==> src/rtl/plte_pkg.sv <==
`timescale 1ns / 1ps
// ----------------------------------------------------------------------------
// plte_pkg
// Shared types and constants of the piecewise-linear table evaluator.
// ----------------------------------------------------------------------------
package plte_pkg;

    localparam int MaxPoints = 256;
    localparam int IdxW      = $clog2(MaxPoints);
    localparam int CntW      = IdxW + 1;
    localparam int DataW     = 32;
    localparam int DivSteps  = 32;
    localparam int DivCntW   = $clog2(DivSteps + 1);

    typedef enum logic [1:0] {
        OP_CLEAR  = 2'd0,
        OP_APPEND = 2'd1,
        OP_EVAL   = 2'd2,
        OP_NONE   = 2'd3
    } op_t;

    localparam logic [2:0] ST_OK    = 3'd0;
    localparam logic [2:0] ST_RANGE = 3'd1;
    localparam logic [2:0] ST_FEW   = 3'd2;
    localparam logic [2:0] ST_ORDER = 3'd3;
    localparam logic [2:0] ST_FULL  = 3'd4;

    typedef struct packed {
        op_t                     op;
        logic signed [DataW-1:0] point_arg;
        logic signed [DataW-1:0] point_value;
        logic signed [DataW-1:0] query_arg;
    } item_t;

    typedef enum logic [3:0] {
        S_IDLE,
        S_FETCH0,
        S_TEST0,
        S_FWD_RD,
        S_FWD_TEST,
        S_BWD_RD,
        S_BWD_TEST,
        S_LD0,
        S_LD1,
        S_LD2,
        S_SPAN,
        S_DIV,
        S_MUL,
        S_ADD
    } state_t;

endpackage

==> src/rtl/plte_in_if.sv <==
`timescale 1ns / 1ps
// ----------------------------------------------------------------------------
// plte_in_if
// Command channel: op code with breakpoint and query payload.
// ----------------------------------------------------------------------------
interface plte_in_if;
    logic               valid;
    logic               ready;
    logic [1:0]         op;
    logic signed [31:0] point_arg;
    logic signed [31:0] point_value;
    logic signed [31:0] query_arg;

    modport source (output valid, output op, output point_arg, output point_value,
                    output query_arg, input ready);
    modport sink (input valid, input op, input point_arg, input point_value,
                  input query_arg, output ready);
endinterface

==> src/rtl/plte_front.sv <==
`timescale 1ns / 1ps
// ----------------------------------------------------------------------------
// plte_front
// Accepts command beats, decodes the op and holds them in a two-entry queue.
// ----------------------------------------------------------------------------
module plte_front
(
    input  logic             clk,
    input  logic             rst_n,
    plte_in_if.sink          in_ch,
    output logic             q_valid,
    output plte_pkg::item_t  q_item,
    input  logic             q_pop
);
    import plte_pkg::*;

    item_t      slot_reg [2];
    logic       wr_ptr_reg;
    logic       rd_ptr_reg;
    logic [1:0] fill_reg;
    logic [1:0] fill_next;
    logic       push;
    logic       pop;
    item_t      item_in;

    assign in_ch.ready = (fill_reg != 2'd2);
    assign push        = in_ch.valid && in_ch.ready;
    assign pop         = q_pop && q_valid;
    assign q_valid     = (fill_reg != 2'd0);
    assign q_item      = slot_reg[rd_ptr_reg];

    always_comb
    begin
        item_in.op          = op_t'(in_ch.op);
        item_in.point_arg   = in_ch.point_arg;
        item_in.point_value = in_ch.point_value;
        item_in.query_arg   = in_ch.query_arg;
    end

    always_comb
    begin
        fill_next = fill_reg;
        if (push && !pop)
        begin
            fill_next = fill_reg + 2'd1;
        end
        else if (pop && !push)
        begin
            fill_next = fill_reg - 2'd1;
        end
    end

    always_ff @(posedge clk or negedge rst_n)
    begin
        if (!rst_n)
        begin
            wr_ptr_reg <= 1'b0;
            rd_ptr_reg <= 1'b0;
            fill_reg   <= 2'd0;
        end
        else
        begin
            fill_reg <= fill_next;
            if (push)
            begin
                wr_ptr_reg <= ~wr_ptr_reg;
            end
            if (pop)
            begin
                rd_ptr_reg <= ~rd_ptr_reg;
            end
        end
    end

    always_ff @(posedge clk)
    begin
        if (push)
        begin
            slot_reg[wr_ptr_reg] <= item_in;
        end
    end

endmodule

==> src/flat_wrapper.sv <==
// flat-port wrapper written by rule: the top's interface ports become plain ports
module plte_front_flat import plte_pkg::*;
  (clk, rst_n, q_valid, q_item, q_pop, in_ch_valid, in_ch_op, in_ch_point_arg, in_ch_point_value, in_ch_query_arg, in_ch_ready);
  plte_in_if in_ch_i ();
  input  logic clk;
  input  logic rst_n;
  output logic q_valid;
  output plte_pkg::item_t q_item;
  input  logic q_pop;
  input wire logic [$bits(in_ch_i.valid)-1:0] in_ch_valid;
  input wire logic [$bits(in_ch_i.op)-1:0] in_ch_op;
  input wire logic [$bits(in_ch_i.point_arg)-1:0] in_ch_point_arg;
  input wire logic [$bits(in_ch_i.point_value)-1:0] in_ch_point_value;
  input wire logic [$bits(in_ch_i.query_arg)-1:0] in_ch_query_arg;
  output wire logic [$bits(in_ch_i.ready)-1:0] in_ch_ready;
  assign in_ch_i.valid = in_ch_valid;
  assign in_ch_i.op = in_ch_op;
  assign in_ch_i.point_arg = in_ch_point_arg;
  assign in_ch_i.point_value = in_ch_point_value;
  assign in_ch_i.query_arg = in_ch_query_arg;
  assign in_ch_ready = in_ch_i.ready;
  plte_front u_core (.clk(clk), .rst_n(rst_n), .in_ch(in_ch_i), .q_valid(q_valid), .q_item(q_item), .q_pop(q_pop));
endmodule
==> config.mk <==
export PLATFORM = sky130hd
export DESIGN_NAME = plte_front_flat
export DESIGN_NICKNAME = d
export VERILOG_FILES = /design/src/rtl/plte_pkg.sv /design/src/rtl/plte_in_if.sv /design/src/rtl/plte_front.sv /design/src/flat_wrapper.sv
export SDC_FILE = /design/constraint.sdc
export NUM_CORES = 1
export LEC_CHECK = 0
export BUFFER_PORTS_ARGS = -buffer_cell sky130_fd_sc_hd__clkbuf_2
export CORE_MARGIN = 2
export CORE_UTILIZATION = 40
export CTS_CLUSTER_SIZE = 24
export DETAILED_ROUTE_END_ITERATION = 12
export GPL_ROUTABILITY_DRIVEN = 0
export MAX_ROUTING_LAYER = met4
export SLEW_MARGIN = 20
export SYNTH_ARGS = -nofsm -noshare
export SYNTH_HDL_FRONTEND = slang
export SYNTH_SLANG_ARGS = --single-unit
export TNS_END_PERCENT = 1
==> constraint.sdc <==
create_clock -name clk -period 6.39 [get_ports clk]
set_input_delay 0.639 -clock clk [delete_from_list [all_inputs] [get_ports clk]]
set_output_delay 0.639 -clock clk [all_outputs]
set_load 0.03 [all_outputs]
==> metrics.cfg <==
[cts]
cts.clk_slew.worst_paths_ns = 0.07
h-tree-depth = 4
cts_buffer_depth = 2
cts-root-buf = clkbuf_16
cts_tree = done
clk_latency_ns = 0.43
postCtsResizedCells = 0
clock-sinks = 200
cts_made_buffers = 17

[route]
wirelength_um = 13600
avgViaCountPerCell = 4.73
firstDrtPassIters = 4
drt-initial-drc-count = 157
antenna_left = 0
vias = 3688
routedWlPerCell_um = 17.5
drc = 0

[synthesis]
ys_seq_elements = 200
async_reset_ff_share_pct = 2.00
synthTopCellsByArea = edfxtp_1 (81%), mux2_2 (14%), mux2_4 (2.1%)
synth_edf_count = 196
yosys_warnings = 0
synth_fp_nets = 426
dominantRegCellSynth = edfxtp_1
netlist_instances = 323
synth_area_leader_cell = edfxtp_1
avgSynthCellArea_um2 = 22.6
synth_top_area_share_pct = 80.7
netlist_area_um2 = 7290
seq_area_frac_synth_pct = 82.1
synth.distinct_cells = 15

[worst_setup_path]
worstPathRequired_ns = 5.75
critPathKind = register to primary output
reg2reg_slack_ns = 4.03
worstPathCellList = buf_4 -> mux2_2 -> clkbuf_2
end_kind = primary output
cp_slowest_cell = buf_4
worstPathMaxFanout = 66
r2r-start = u_core.fill_reg[0]
startpoint_type = register
slowest_delay_ns = 0.80
arrival_ns = 2.64
reg2reg_depth = 3
reg2reg_to = u_core.slot_reg[1][97]

[global_routing]
grt_max_degree = 67
grt_util_met1_pct = 17.3
grt_util_met3_pct = 5.63
grt_pass1_vias = 4143
grt_pass1_wl_um = 21700
overflow = 0
grt_busiest_layer = met2
antenna_found_initial = 0
grt_util_all_layers_pct = 15.1
grt_use_met2_pct = 24.2

[sta]
period_share_pct = 51.3
slew_headroom_pct = 37.3
hold_viol = 0
fin_ws_ns = 3.11
report.final.slew_viol_count = 0
skew_ns = 0.00711
setup_viol = 0
timing.fmax_ghz = 0.305
period_needed_ns = 3.28
worst_slew_pin_slew_ns = 0.941
rsz0062_at_grt = no
setup-tns-final_ns = 0

[layout]
final_nets = 640
mostFrequentLayoutCells = clkbuf_2 (201), edfxtp_1 (196), mux2_2 (88)
drive_above_1_share_pct = 61.1
largest_register_ffs = 196
mostFrequentLayoutCell = clkbuf_2
antenna_cells = 0
syn2layout_area_growth_pct = 25.4

[pwr]
power.switching_uw = 1650
intPower_uw = 2920
combPwrFrac_pct = 35.4
p_seq_share_pct = 41.7
swShare_pct = 36.1
p_leak_uw = 0.00348
ir_drop_v = 0.000260
cellPowerDensity_nw_per_um2 = 500
p_clk_share_pct = 22.9

[job]
cap_violations = 0

[floorplanning]
fp.dieH_um = 139
io_pins = 202
die_area_um2 = 19300
num_rows = 49
start_util_pct = 40.7
core_um2 = 17900
die_w_um = 139

[hold_path]
min_to = u_core.slot_reg[0][84]
whs_path_depth = 1
worstHoldStart = in_ch_point_arg[20]
hp-class = primary input to register

[place]
numPortBuffers = 201
hpwl_um = 8920
pre_cts_slack_ns = 3.50

[outcome]
status = finished clean

routing by layer:
layer | routed length [um] | part of all wire [%]
met4 | 290 | 2.1
met5 | 0 | 0
met3 | 1050 | 7.7
met1 | 5640 | 41
met2 | 6620 | 49
worst max-delay path by stage:
| stage | startpoint | end | slack (ns) | cells past startpoint |
|---|---|---|---|---|
| 2_1_floorplan | u_core.fill_reg[0] | u_core.slot_reg[0][0] | 0.86 | 3 |
| 3_3_place_gp | u_core.rd_ptr_reg | q_item[53] | 3.53 | 3 |
| 3_5_place_dp | u_core.rd_ptr_reg | q_item[53] | 3.50 | 3 |
| 4_1_cts | u_core.rd_ptr_reg | q_item[53] | 3.02 | 3 |
| 5_1_grt | u_core.rd_ptr_reg | q_item[40] | 2.96 | 3 |
| 6_report | u_core.rd_ptr_reg | q_item[53] | 3.11 | 3 |
cell families after synthesis:
kind of cell | synth area share, %
xor gates and xnor gates | 0.600
adders and majority gates | 0.171
buffers and inverters | 1.06
DFF | 82.1
muxes | 15.6
and+or+nand+nor | 0.463
metrics by stage:
step           std cells  util [%]  total power [uW]  cell area [um2]  hold slack (ns)
6_report             779      51.1              4580             9150            0.395
5_1_grt              779      51.1              4790             9150            0.378
4_1_cts              779      51.1              4650             9150            0.371
3_5_place_dp         746      47.8              3590             8560            0.457
3_3_place_gp         746      47.8              3560             8560            0.456
2_1_floorplan        323         -              3160             7290            0.343
final cells by class:
type                       count  area [um2]
fill                        1509        8760
sequential                   200        5990
multi-input combinational    111        1240
timing repair buffer         206        1050
clock buffer                  17         425
tap                          229         287
clock inverter                15         150
inverter                       1        3.75
critical path, delay by kind of cell (launching register included):
kind | cells | cell delay [ns]
flip-flops | 1 | 0.73
multiplexers | 1 | 0.42
buffers and inverters | 2 | 0.98
cells in the mapped netlist (2+ instances only):
library cell,number
edfxtp_1,196
mux2_2,88
mux2_4,10
buf_2,8
dfrtp_1,4
buf_6,3
xnor2_1,3
nand2_1,2
nor2_1,2
xor2_1,2
timing repair:
action,CTS,global route
endpoints found under the hold margin,4,0
endpoints found under the setup margin,0,0
setup buffers,0,0
hold buffers,1,0
power groups by stage:
stage,Sequential [uW],Clock (uW),Combinational [uW]
floorplan,1900,0,1260
global placement,1920,0,1640
detailed placement,1940,0,1650
CTS,1910,1080,1660
global route,1940,1130,1730
finish,1910,1050,1620
Note: power is estimated with default switching activity, not from simulation.
